==> config.mk <==
export PLATFORM = sky130hd
export DESIGN_NAME = uart_register_datagram_framer
export DESIGN_NICKNAME = d
export VERILOG_FILES = /design/src/rtl/core/udf_pkg.sv /design/src/rtl/core/uart_register_datagram_framer.sv /design/src/rtl/core/udf_decode.sv /design/src/rtl/core/udf_crc_pipe.sv /design/src/rtl/core/udf_serializer.sv
export SDC_FILE = /design/constraint.sdc
export NUM_CORES = 1
export LEC_CHECK = 0
export BUFFER_PORTS_ARGS = -buffer_cell sky130_fd_sc_hd__buf_2
export CORE_ASPECT_RATIO = 0.8
export CORE_MARGIN = 8
export CORE_UTILIZATION = 60
export CTS_CLUSTER_SIZE = 14
export DETAILED_ROUTE_END_ITERATION = 10
export HOLD_SLACK_MARGIN = 0.08
export PLACE_DENSITY_LB_ADDON = 0.2
export SLEW_MARGIN = 10
export SYNTH_ARGS = -nofsm -noshare
export SYNTH_HDL_FRONTEND = slang
export SYNTH_SLANG_ARGS = --single-unit
==> constraint.sdc <==
create_clock -name clk_i -period 7.55 [get_ports clk_i]
set_input_delay 1.1325 -clock clk_i [delete_from_list [all_inputs] [get_ports clk_i]]
set_output_delay 1.1325 -clock clk_i [all_outputs]
set_load 0.02 [all_outputs]
==> src/rtl/core/udf_pkg.sv <==
`timescale 1ns / 1ps

package udf_pkg;

  localparam int unsigned NumBytes  = 7;
  localparam int unsigned CrcStages = 7;
  localparam int unsigned LongFrom  = 3;

  localparam logic [7:0] CrcPoly   = 8'h07;
  localparam logic [7:0] RegMax    = 8'h7F;
  localparam logic [7:0] NodeMax   = 8'd3;
  localparam logic [7:0] WriteFlag = 8'h80;

  localparam logic [7:0] SyncReset  = 8'd5;
  localparam logic [7:0] ReplyReset = 8'd255;

  localparam logic [2:0] LastWrite   = 3'd7;
  localparam logic [2:0] LastRequest = 3'd3;
  localparam logic [2:0] LastSingle  = 3'd0;

  typedef enum logic [1:0] {
    ActWrite   = 2'd0,
    ActRequest = 2'd1,
    ActCheck   = 2'd2,
    ActNone    = 2'd3
  } action_e;

  typedef enum logic [1:0] {
    StatOk       = 2'd0,
    StatParamErr = 2'd1,
    StatNoDevice = 2'd2,
    StatCrcErr   = 2'd3
  } status_e;

  typedef enum logic [1:0] {
    CfgSyncByte  = 2'd0,
    CfgReplyNode = 2'd1
  } cfg_index_e;

  typedef struct packed {
    logic [NumBytes-1:0][7:0] bytes;
    logic [7:0]               crc;
    logic [7:0]               rx_crc;
    logic                     long_crc;
    logic                     chk;
    logic                     emit;
    logic [2:0]               last_idx;
    status_e                  status;
  } udf_item_t;

  function automatic logic [7:0] crc_feed(input logic [7:0] crc, input logic [7:0] b);
    logic [7:0] c;
    logic       fb;
    c = crc;
    for (int k = 0; k < 8; k++) begin
      fb = c[7] ^ b[k];
      c  = {c[6:0], 1'b0};
      if (fb) begin
        c = c ^ CrcPoly;
      end
    end
    return c;
  endfunction

endpackage

==> src/rtl/core/uart_register_datagram_framer.sv <==
`timescale 1ns / 1ps

// Channel  | Valid / ready          | Words
// ---------+------------------------+-------------------------------------------------
// input    | in_valid_i / in_ready_o | action, node_addr, reg_index, data_word, reply_frame
// output   | out_valid_o / out_ready_i | out_byte, last, status, reply_data
// config   | cfg_valid_i / cfg_ready_o | cfg_index_i, cfg_data_i (always ready)
//
// An item passes a decode register, seven CRC stages of one byte each and an
// output register. While out_ready_i is high, the output register gives one word per
// cycle: eight for a write, four for a read request and one for a check or an error,
// which sets the sustained rate.
// Reset clears all valid bits and loads the sync byte 5 and reply address 255.
// A stall on the output backs up stage by stage; no word is lost or repeated.

module uart_register_datagram_framer (
  input  logic        clk_i,
  input  logic        rst_ni,
  input  logic        in_valid_i,
  output logic        in_ready_o,
  input  logic [1:0]  action_i,
  input  logic [7:0]  node_addr_i,
  input  logic [7:0]  reg_index_i,
  input  logic [31:0] data_word_i,
  input  logic [63:0] reply_frame_i,
  output logic        out_valid_o,
  input  logic        out_ready_i,
  output logic [7:0]  out_byte_o,
  output logic        last_o,
  output logic [1:0]  status_o,
  output logic [31:0] reply_data_o,
  input  logic        cfg_valid_i,
  output logic        cfg_ready_o,
  input  logic [1:0]  cfg_index_i,
  input  logic [7:0]  cfg_data_i
);
  import udf_pkg::*;

  logic [7:0] sync_q, reply_node_q;
  udf_item_t  dec_item, crc_item;
  logic       dec_valid, dec_ready, crc_valid, crc_ready;

  assign cfg_ready_o = 1'b1;

  always_ff @(posedge clk_i or negedge rst_ni) begin
    if (!rst_ni) begin
      sync_q       <= SyncReset;
      reply_node_q <= ReplyReset;
    end else if (cfg_valid_i) begin
      case (cfg_index_e'(cfg_index_i))
        CfgSyncByte:  sync_q       <= cfg_data_i;
        CfgReplyNode: reply_node_q <= cfg_data_i;
        default: ;
      endcase
    end
  end

  udf_decode u_decode (
    .clk_i         (clk_i),
    .rst_ni        (rst_ni),
    .in_valid_i    (in_valid_i),
    .in_ready_o    (in_ready_o),
    .action_i      (action_i),
    .node_addr_i   (node_addr_i),
    .reg_index_i   (reg_index_i),
    .data_word_i   (data_word_i),
    .reply_frame_i (reply_frame_i),
    .sync_byte_i   (sync_q),
    .reply_node_i  (reply_node_q),
    .dout_valid_o  (dec_valid),
    .dout_ready_i  (dec_ready),
    .dout_o        (dec_item)
  );

  udf_crc_pipe u_crc_pipe (
    .clk_i        (clk_i),
    .rst_ni       (rst_ni),
    .din_valid_i  (dec_valid),
    .din_ready_o  (dec_ready),
    .din_i        (dec_item),
    .dout_valid_o (crc_valid),
    .dout_ready_i (crc_ready),
    .dout_o       (crc_item)
  );

  udf_serializer u_serializer (
    .clk_i        (clk_i),
    .rst_ni       (rst_ni),
    .din_valid_i  (crc_valid),
    .din_ready_o  (crc_ready),
    .din_i        (crc_item),
    .out_valid_o  (out_valid_o),
    .out_ready_i  (out_ready_i),
    .out_byte_o   (out_byte_o),
    .last_o       (last_o),
    .status_o     (status_o),
    .reply_data_o (reply_data_o)
  );

endmodule

==> src/rtl/core/udf_decode.sv <==
`timescale 1ns / 1ps

module udf_decode (
  input  logic              clk_i,
  input  logic              rst_ni,
  input  logic              in_valid_i,
  output logic              in_ready_o,
  input  logic [1:0]        action_i,
  input  logic [7:0]        node_addr_i,
  input  logic [7:0]        reg_index_i,
  input  logic [31:0]       data_word_i,
  input  logic [63:0]       reply_frame_i,
  input  logic [7:0]        sync_byte_i,
  input  logic [7:0]        reply_node_i,
  output logic              dout_valid_o,
  input  logic              dout_ready_i,
  output udf_pkg::udf_item_t dout_o
);
  import udf_pkg::*;

  udf_item_t item_d, item_q;
  logic      valid_q;
  action_e   act;

  assign act        = action_e'(action_i);
  assign in_ready_o = !valid_q || dout_ready_i;

  always_comb begin
    item_d          = '0;
    item_d.status   = StatOk;
    item_d.last_idx = LastSingle;
    if (act == ActCheck) begin
      for (int k = 0; k < NumBytes; k++) begin
        item_d.bytes[k] = reply_frame_i[63-8*k -: 8];
      end
      item_d.rx_crc   = reply_frame_i[7:0];
      item_d.long_crc = 1'b1;
      if (reg_index_i > RegMax) begin
        item_d.status = StatParamErr;
      end else if (reply_frame_i[63:56] != sync_byte_i ||
                   reply_frame_i[55:48] != reply_node_i ||
                   reply_frame_i[47:40] != reg_index_i) begin
        item_d.status = StatNoDevice;
      end else begin
        item_d.chk = 1'b1;
      end
    end else if (act == ActNone || node_addr_i > NodeMax || reg_index_i > RegMax) begin
      item_d.status = StatParamErr;
    end else begin
      item_d.emit     = 1'b1;
      item_d.bytes[0] = sync_byte_i;
      item_d.bytes[1] = node_addr_i;
      if (act == ActWrite) begin
        item_d.bytes[2] = reg_index_i | WriteFlag;
        item_d.bytes[3] = data_word_i[31:24];
        item_d.bytes[4] = data_word_i[23:16];
        item_d.bytes[5] = data_word_i[15:8];
        item_d.bytes[6] = data_word_i[7:0];
        item_d.long_crc = 1'b1;
        item_d.last_idx = LastWrite;
      end else begin
        item_d.bytes[2] = reg_index_i;
        item_d.last_idx = LastRequest;
      end
    end
  end

  always_ff @(posedge clk_i or negedge rst_ni) begin
    if (!rst_ni) begin
      valid_q <= 1'b0;
    end else if (in_ready_o) begin
      valid_q <= in_valid_i;
    end
  end

  always_ff @(posedge clk_i) begin
    if (in_ready_o && in_valid_i) begin
      item_q <= item_d;
    end
  end

  assign dout_valid_o = valid_q;
  assign dout_o       = item_q;

endmodule

==> src/rtl/core/udf_crc_pipe.sv <==
`timescale 1ns / 1ps

module udf_crc_pipe (
  input  logic               clk_i,
  input  logic               rst_ni,
  input  logic               din_valid_i,
  output logic               din_ready_o,
  input  udf_pkg::udf_item_t din_i,
  output logic               dout_valid_o,
  input  logic               dout_ready_i,
  output udf_pkg::udf_item_t dout_o
);
  import udf_pkg::*;

  udf_item_t            pipe_item [CrcStages+1];
  logic [CrcStages:0]   pipe_vld;
  logic [CrcStages:0]   rdy;

  assign pipe_item[0]   = din_i;
  assign pipe_vld[0]    = din_valid_i;
  assign rdy[CrcStages] = dout_ready_i;
  assign din_ready_o    = rdy[0];

  for (genvar s = 0; s < CrcStages; s++) begin : g_stage
    udf_item_t item_d;

    assign rdy[s] = !pipe_vld[s+1] || rdy[s+1];

    always_comb begin
      item_d = pipe_item[s];
      if (s < LongFrom || pipe_item[s].long_crc) begin
        item_d.crc = crc_feed(pipe_item[s].crc, pipe_item[s].bytes[s]);
      end
    end

    always_ff @(posedge clk_i or negedge rst_ni) begin
      if (!rst_ni) begin
        pipe_vld[s+1] <= 1'b0;
      end else if (rdy[s]) begin
        pipe_vld[s+1] <= pipe_vld[s];
      end
    end

    always_ff @(posedge clk_i) begin
      if (rdy[s] && pipe_vld[s]) begin
        pipe_item[s+1] <= item_d;
      end
    end
  end

  assign dout_valid_o = pipe_vld[CrcStages];
  assign dout_o       = pipe_item[CrcStages];

  a_stall_holds: assert property (@(posedge clk_i) disable iff (!rst_ni)
    pipe_vld[1] && !rdy[1] |=> pipe_vld[1] && $stable(pipe_item[1]))
    else $error("stalled first CRC stage lost its word");

  a_last_holds: assert property (@(posedge clk_i) disable iff (!rst_ni)
    dout_valid_o && !dout_ready_i |=> dout_valid_o && $stable(dout_o))
    else $error("stalled CRC pipe output changed");

  a_ready_free: assert property (@(posedge clk_i) disable iff (!rst_ni)
    !pipe_vld[1] |-> rdy[0])
    else $error("empty first stage refused a word");

endmodule

==> src/rtl/core/udf_serializer.sv <==
`timescale 1ns / 1ps

module udf_serializer (
  input  logic               clk_i,
  input  logic               rst_ni,
  input  logic               din_valid_i,
  output logic               din_ready_o,
  input  udf_pkg::udf_item_t din_i,
  output logic               out_valid_o,
  input  logic               out_ready_i,
  output logic [7:0]         out_byte_o,
  output logic               last_o,
  output logic [1:0]         status_o,
  output logic [31:0]        reply_data_o
);
  import udf_pkg::*;

  udf_item_t   cur_q;
  logic        valid_q;
  logic [2:0]  cnt_q, cnt_d;
  status_e     status_q, status_d;
  logic [31:0] reply_q, reply_d;
  logic        is_last;
  logic        load;

  assign is_last     = (cnt_q == cur_q.last_idx);
  assign din_ready_o = !valid_q || (out_ready_i && is_last);
  assign load        = din_valid_i && din_ready_o;

  always_comb begin
    status_d = din_i.status;
    reply_d  = '0;
    if (din_i.chk) begin
      if (din_i.crc != din_i.rx_crc) begin
        status_d = StatCrcErr;
      end else begin
        reply_d = {din_i.bytes[3], din_i.bytes[4], din_i.bytes[5], din_i.bytes[6]};
      end
    end
  end

  always_comb begin
    cnt_d = cnt_q;
    if (load) begin
      cnt_d = '0;
    end else if (valid_q && out_ready_i) begin
      cnt_d = cnt_q + 3'd1;
    end
  end

  always_ff @(posedge clk_i or negedge rst_ni) begin
    if (!rst_ni) begin
      valid_q <= 1'b0;
      cnt_q   <= '0;
    end else begin
      cnt_q <= cnt_d;
      if (load) begin
        valid_q <= 1'b1;
      end else if (valid_q && out_ready_i && is_last) begin
        valid_q <= 1'b0;
      end
    end
  end

  always_ff @(posedge clk_i) begin
    if (load) begin
      cur_q    <= din_i;
      status_q <= status_d;
      reply_q  <= reply_d;
    end
  end

  always_comb begin
    out_byte_o = '0;
    if (cur_q.emit) begin
      out_byte_o = is_last ? cur_q.crc : cur_q.bytes[cnt_q];
    end
  end

  assign out_valid_o  = valid_q;
  assign last_o       = is_last;
  assign status_o     = status_q;
  assign reply_data_o = reply_q;

  a_error_single: assert property (@(posedge clk_i) disable iff (!rst_ni)
    out_valid_o && status_o != StatOk |-> last_o && out_byte_o == 8'd0)
    else $error("error result is not a single zero word");

  a_frame_continues: assert property (@(posedge clk_i) disable iff (!rst_ni)
    out_valid_o && out_ready_i && !last_o |=> out_valid_o && cnt_q == $past(cnt_q) + 3'd1)
    else $error("frame lost a byte");

  a_build_no_data: assert property (@(posedge clk_i) disable iff (!rst_ni)
    out_valid_o && out_byte_o != 8'd0 |-> reply_data_o == 32'd0)
    else $error("build word carries reply data");

endmodule

## Yosys cells after proc, flatten, opt, wreduce, memory -nomap -nowiden

Index checks and enable logic that the tools add are counted.
W data, S select, Z words.

| cells by class | value |
|---|---|
| add/sub/neg operators | 1 |
| $mul | 0 |
| div/mod/pow operators | 0 |
| magnitude comparators | 3 |
| equal/unequal tests | 8 |
| shift operators | 0 |
| muxes and demuxes | 111 |
| bitwise logic cells | 112 |
| reductions and logical operators | 43 |

Operators by type and width:

| operator | count |
|---|---|
| $mux W8 | 36 |
| $mux W3 | 59 |
| $not A3 Y3 | 55 |
| $mux W56 | 2 |
| $xor A1 B1 Y1 | 50 |
| $mux W32 | 1 |
| $ne A8 B8 Y1 | 4 |
| $bmux W8 S3 | 1 |
| $logic_or A1 B1 Y1 | 13 |
| $logic_and A1 B1 Y1 | 12 |
| $mux W2 | 5 |
| $logic_not A1 Y1 | 9 |
| $gt A8 B2 Y1 const B | 1 |
| $gt A8 B7 Y1 const B | 1 |
| $mux W1 | 6 |
| $reduce_or A2 Y1 | 3 |
| $xor A1 B1 Y1 const A | 5 |
| $eq A2 B2 Y1 const B | 2 |
| $logic_not A2 Y1 | 2 |
| $lt A3 B4 Y1 const B | 1 |
| $mux W4 | 1 |
| $reduce_and A2 Y1 | 2 |
| $reduce_bool A2 Y1 | 2 |
| $add A3 B1 Y3 const B | 1 |
| 3 further kinds | 4 |

| storage, ports and cells | value |
|---|---|
| bits in registers | 761 |
| latch bits | 0 |
| memory bits (writable) | 0 |
| ROM bits | 0 |
| output and inout port bits | 46 |
| word-level logic and storage cells | 415 |
| memories | 0 |

## Logic depth before layout (Yosys ltp)

| logic depth | value |
|---|---|
| word-level depth | 24 |
| gate-level depth with buffers | 7 |
| mapped depth without buffers | 5 |

## Hierarchy

Synthesis repeated with hierarchy kept, for this count alone.

| unflattened totals | value |
|---|---|
| cell total of the unflattened synthesis | 1389 |
| area, all modules | 27812.9 um^2 |

By module, submodules not included:

| module | instances | cells each | area an instance (um^2) | sequential area each (um^2) |
|---|---|---|---|---|
| udf_crc_pipe | 1 | 876 | 19663.9 | 16991.3 |
| udf_serializer | 1 | 267 | 4277.9 | 3163.0 |
| udf_decode | 1 | 210 | 3236.9 | 2157.1 |
| uart_register_datagram_framer | 1 | 36 | 634.4 | 412.9 |

## Least setup slack after synthesis

No wires, ideal clock.

| path | value |
|---|---|
| path kind | input port to flip-flop |
| start point | in out_ready_i |
| end point | reg u_serializer.cur_q[16] in the netlist's numbering (enable) |
| setup time | 0.590 ns |
| data arrival time | 6.083 ns |
| data required time | 6.960 ns |
| slack | 0.878 ns |
| cell stages on the path | 2 |
| path buffers | 0 |
| path through | o211ai_1 > a21boi_1 |

| between the ends | value |
|---|---|
| cells in the longest elaborated chain, start to end | 3 |

RTL lines:

| element | line | text |
|---|---|---|
| from (decl) | uart_register_datagram_framer.sv:27 | `input logic out_ready_i,` |
| $logic_and A1 B1 Y1 | udf_serializer.sv:27 | `assign din_ready_o = !valid_q \|\| (out_ready_i && is_last);` |
| $logic_or A1 B1 Y1 | udf_serializer.sv:27 |  |
| $logic_and A1 B1 Y1 | udf_serializer.sv:28 | `assign load = din_valid_i && din_ready_o;` |
| via u_serializer.load | udf_serializer.sv:24 | `logic load;` |
| to (signal assigned) | udf_serializer.sv:67 | `cur_q <= din_i;` |
| to (decl) | udf_serializer.sv:18 | `udf_item_t cur_q;` |

The timed path passes the listed nets, and every way through them passes these cells.
A chain may end at the register's enable or synchronous reset.

## Worst setup path in the final report

| path | value |
|---|---|
| start point | reg u_serializer.cnt_q[1] |
| end point | out in_ready_o |

| between the ends | value |
|---|---|
| cells in the longest elaborated chain, start to end | 11 |

RTL lines:

| element | line | text |
|---|---|---|
| from (decl) | udf_serializer.sv:20 | `logic [2:0] cnt_q, cnt_d;` |
| from (signal assigned) | udf_serializer.sv:56 | `cnt_q <= cnt_d;` |
| $eq A3 B3 Y1 | udf_serializer.sv:26 | `assign is_last = (cnt_q == cur_q.last_idx);` |
| $logic_and A1 B1 Y1 | udf_serializer.sv:27 |  |
| $logic_or A1 B1 Y1 | udf_serializer.sv:27 |  |
| $logic_or A1 B1 Y1 (7 in series) | udf_crc_pipe.sv:27 | `assign rdy[s] = !pipe_vld[s+1] \|\| rdy[s+1];` |
| $logic_or A1 B1 Y1 | udf_decode.sv:26 | `assign in_ready_o = !valid_q \|\| dout_ready_i;` |
| to (decl) | uart_register_datagram_framer.sv:20 | `output logic in_ready_o,` |

No other way between the ends.

==> impl_metrics.tcl <==
set metrics [dict create \
    outcome "completed" \
    grt_overflow 0 \
    placedInstanceArea_sq_um 28500 \
    synthDistinctLibCells 46 \
    io_buffers 173 \
    dr.pass1.iters 5 \
    powerDensity_nw_per_um2 319 \
    wl_microns 41400 \
    gp_congestion 0.851 \
    start_kind "register" \
    fill_cells 2753 \
    maxCapViolations 0 \
    grt_start_max_net_pins 89 \
    seq_area_sq_um 22500 \
    avgRoutedWirePerCell_microns 19.4 \
    grt_pass1_vias 11451 \
    max_freq_mhz 239 \
    die_h_microns 205 \
    hold_path.class "register to register" \
    max_stage_delay_ps 1050 \
    postLayoutCellArea_sq_um 30600 \
    drive_above_1_share_pct 20.9 \
    vias_per_cell 5.21 \
    core_area_sq_um 44300 \
    synthesis.area_sq_um 26800 \
    cp_max_fo 29 \
    vdd_ir_drop_max_uv 184 \
    cts.sinks 752 \
    crit_required_ps 6420 \
    slew_viol_final 0 \
    leakage_nw 10.4 \
    maxSlewHeadroom_pct 28.3 \
    cts_tree "done" \
    finalSetupViolCount 0 \
    ys_ff_latch 752 \
    ys_warn_count 0 \
    crit_type "register to output port" \
    clock_latency_ps 580 \
    critPathCaptureType "output port" \
    rsz0062_at_grt "no" \
    cp.arrival_ps 3050 \
    critPathSlowestCell "dfrtp_1" \
    avgSynthCellArea_sq_um 21.2 \
    ctsHoldBuffers 0 \
    antenna_cells 0 \
    ios 175 \
    drtAntennaViolNets 0 \
    cts_resized 0 \
    vias 11149 \
    htree_levels 3 \
    clk_path_buf_depth 3 \
    final_nets 1623 \
    clk_pin_slew_worst_paths_ps 60 \
    drtIter0Drc 775 \
    path_cells "nor3_1 > o211ai_1 > nor3b_2 > buf_4 > nand4_1 > buf_2" \
    start_util_pct 60.5 \
    drc_errors 0 \
    die_w_microns 252 \
    cts_made_buffers 70 \
    syn_inst 1266 \
    grt_pass1_wl_microns 64200 \
    fp-row-count 69 \
    tightestPinTransition_ps 1070 \
    hold_viol 0 \
    multi_input_area_sq_um 4290 \
    clockRootBuffer "clkbuf_16" \
    seq_area_frac_synth_pct 83.8 \
    fin_skew_ps 10.9 \
    post_cts_buffers 0 \
    antenna_found_initial 0 \
    grt_usage_pct 16.2 \
    place_hpwl_microns 27700 \
    die-area_sq_um 51700 \
    final_util_pct 69.0 \
    period_share_pct 55.4 \
    syn-num-nets 1396 \
    fin_setup_tns_ps 0 \
    syn2layout_area_growth_pct 14.0 \
    fin_crit_ps 4180 \
]
-- through the flow --
| stage | setup slack (ps) | std cells | power (mW) | hold WS, ps |
|---|---|---|---|---|
| CTS | 3310 | 2140 | 9.84 | 406 |
| global placement | 3970 | 2024 | 6.56 | 402 |
| global route | 3090 | 2140 | 10.1 | 414 |
| floorplan | 878 | 1266 | 6.31 | 400 |
| detailed placement | 3940 | 2024 | 6.60 | 405 |
| finish | 3370 | 2140 | 9.74 | 409 |
-- worst max-delay path: cells and delay by family (launching register included) --
family	cells	cell delay, ps
buffers and inverters	2	460
flip-flops	1	1050
AO/OA/AOI/OAI	1	410
AND/OR/NAND/NOR	3	540
-- cell usage after synthesis, drive strengths merged --
library cell,n,area share [%]
buf,13,0.35
dfrtp,18,1.7
a2bb2oi,1,0.033
inv,4,0.056
a31o,2,0.065
edfxtp,724,81
mux2i,11,0.41
a31oi,3,0.070
xor3,16,1.4
clkbuf,17,0.24
a22o,50,1.6
ha,1,0.047
or2,2,0.047
xor2,34,1.1
nand3b,10,0.28
o21ai,2,0.051
or4,1,0.042
nor3b,2,0.093
nor4,5,0.17
and3,2,0.047
a21boi,13,0.36
xnor2,135,4.4
nand2b,7,0.16
nand4,8,0.19
conb,1,0.014
o211ai,15,0.42
dfstp,10,0.98
nor2b,4,0.093
mux4,7,0.59
a21o,5,0.14
nor3,5,0.14
or3,1,0.023
nand2,29,0.41
nand3,2,0.037
and2,48,1.1
xnor3,8,0.67
a21oi,16,0.30
mux2,17,0.71
and4b,1,0.037
nor2,16,0.22
-- cell type report --
type | instances | share of cell area (%)
Sequential cell | 752 | 73.5
Multi-Input combinational cell | 480 | 14.0
Clock buffer | 90 | 6.22
Timing Repair Buffer | 185 | 3.13
Tap cell | 603 | 2.47
Clock inverter | 26 | 0.622
Inverter | 4 | 0.0491
-- cells by family (layout without fill, tap and decap cells) --
| family | Yosys count | count (layout) | share of synthesized area, % |
|---|---|---|---|
| flops | 752 | 752 | 83.8 |
| xor+xnor | 193 | 193 | 7.61 |
| simple gates | 143 | 143 | 3.11 |
| compound gates | 107 | 107 | 3.08 |
| mux | 35 | 35 | 1.71 |
| buf+inv | 34 | 305 | 0.649 |
| fa+ha+maj | 1 | 1 | 0.0467 |
| other cells | 1 | 1 | 0.0140 |
-- sequential cells by signal (all words and copies together) (netlist names), 2 cells and up --
| register | count |
|---|---|
| u_crc_pipe.dout_o | 78 |
| u_crc_pipe.pipe_item | 48 |
| u_serializer.cnt_q | 3 |
| sync_q | 8 |
| u_serializer.cur_q | 67 |
| u_crc_pipe.pipe_vld | 6 |
| u_crc_pipe.g_stage.item_d | 426 |
| reply_node_q | 8 |
| u_serializer.status_o | 2 |
| u_serializer.reply_data_o | 32 |
| u_decode.dout_o | 71 |
-- routing by layer --
layer,vias up,share of wire [%],routed length (microns),track usage [%]
li1,5346,-,-,-
met4,0,2.4,985,5.39
met3,79,6.0,2480,4.22
met2,322,43,17800,23.0
met1,5402,49,20200,24.5
met5,-,0,0,0
-- power by group --
group	leakage (nW)	total [mW]	internal, mW	switching, mW
registers	6.93	5.44	5.20	0.240
clock network	1.02	3.23	1.87	1.36
logic	2.46	1.06	0.471	0.591
total	10.4	9.74	7.54	2.20
-- worst paths after layout --
check	from	end	slack, ps	cells past startpoint
worst max-delay path	u_serializer.cnt_q[1]	in_ready_o	3370	6
worst min-delay path	u_crc_pipe.g_stage[4].item_d[76]	u_crc_pipe.g_stage[5].item_d[76]	410	0
worst max register to register	u_serializer.cnt_q[1]	u_crc_pipe.g_stage[1].item_d[78]	4000	6
worst min register to register	u_crc_pipe.g_stage[4].item_d[76]	u_crc_pipe.g_stage[5].item_d[76]	410	0
max in group asynchronous	rst_ni	u_crc_pipe.dout_valid_o	6470	1
min in group asynchronous	rst_ni	sync_q[6]	620	1
-- cells in the final DEF, fill, tap and decap left out, types with 4 or more instances in the layout --
master / n
edfxtp_1: 724
a21oi_1: 16
mux2_2: 17
and2_1: 48
xor2_1: 34
clkbuf_16: 73
a21boi_1: 8
buf_2: 173
dfrtp_1: 18
clkbuf_1: 16
nand2_1: 29
buf_4: 12
nand2b_1: 7
a22o_1: 50
nor4_1: 4
dfstp_2: 10
mux2i_1: 11
clkinv_2: 6
nand3b_1: 10
xnor3_1: 8
o211ai_1: 15
mux4_2: 7
a21o_1: 5
xnor2_1: 135
nor2_1: 16
clkinv_1: 15
xor3_1: 16
nand4_1: 8
a21boi_4: 5
(Power assumes the default switching activity.)
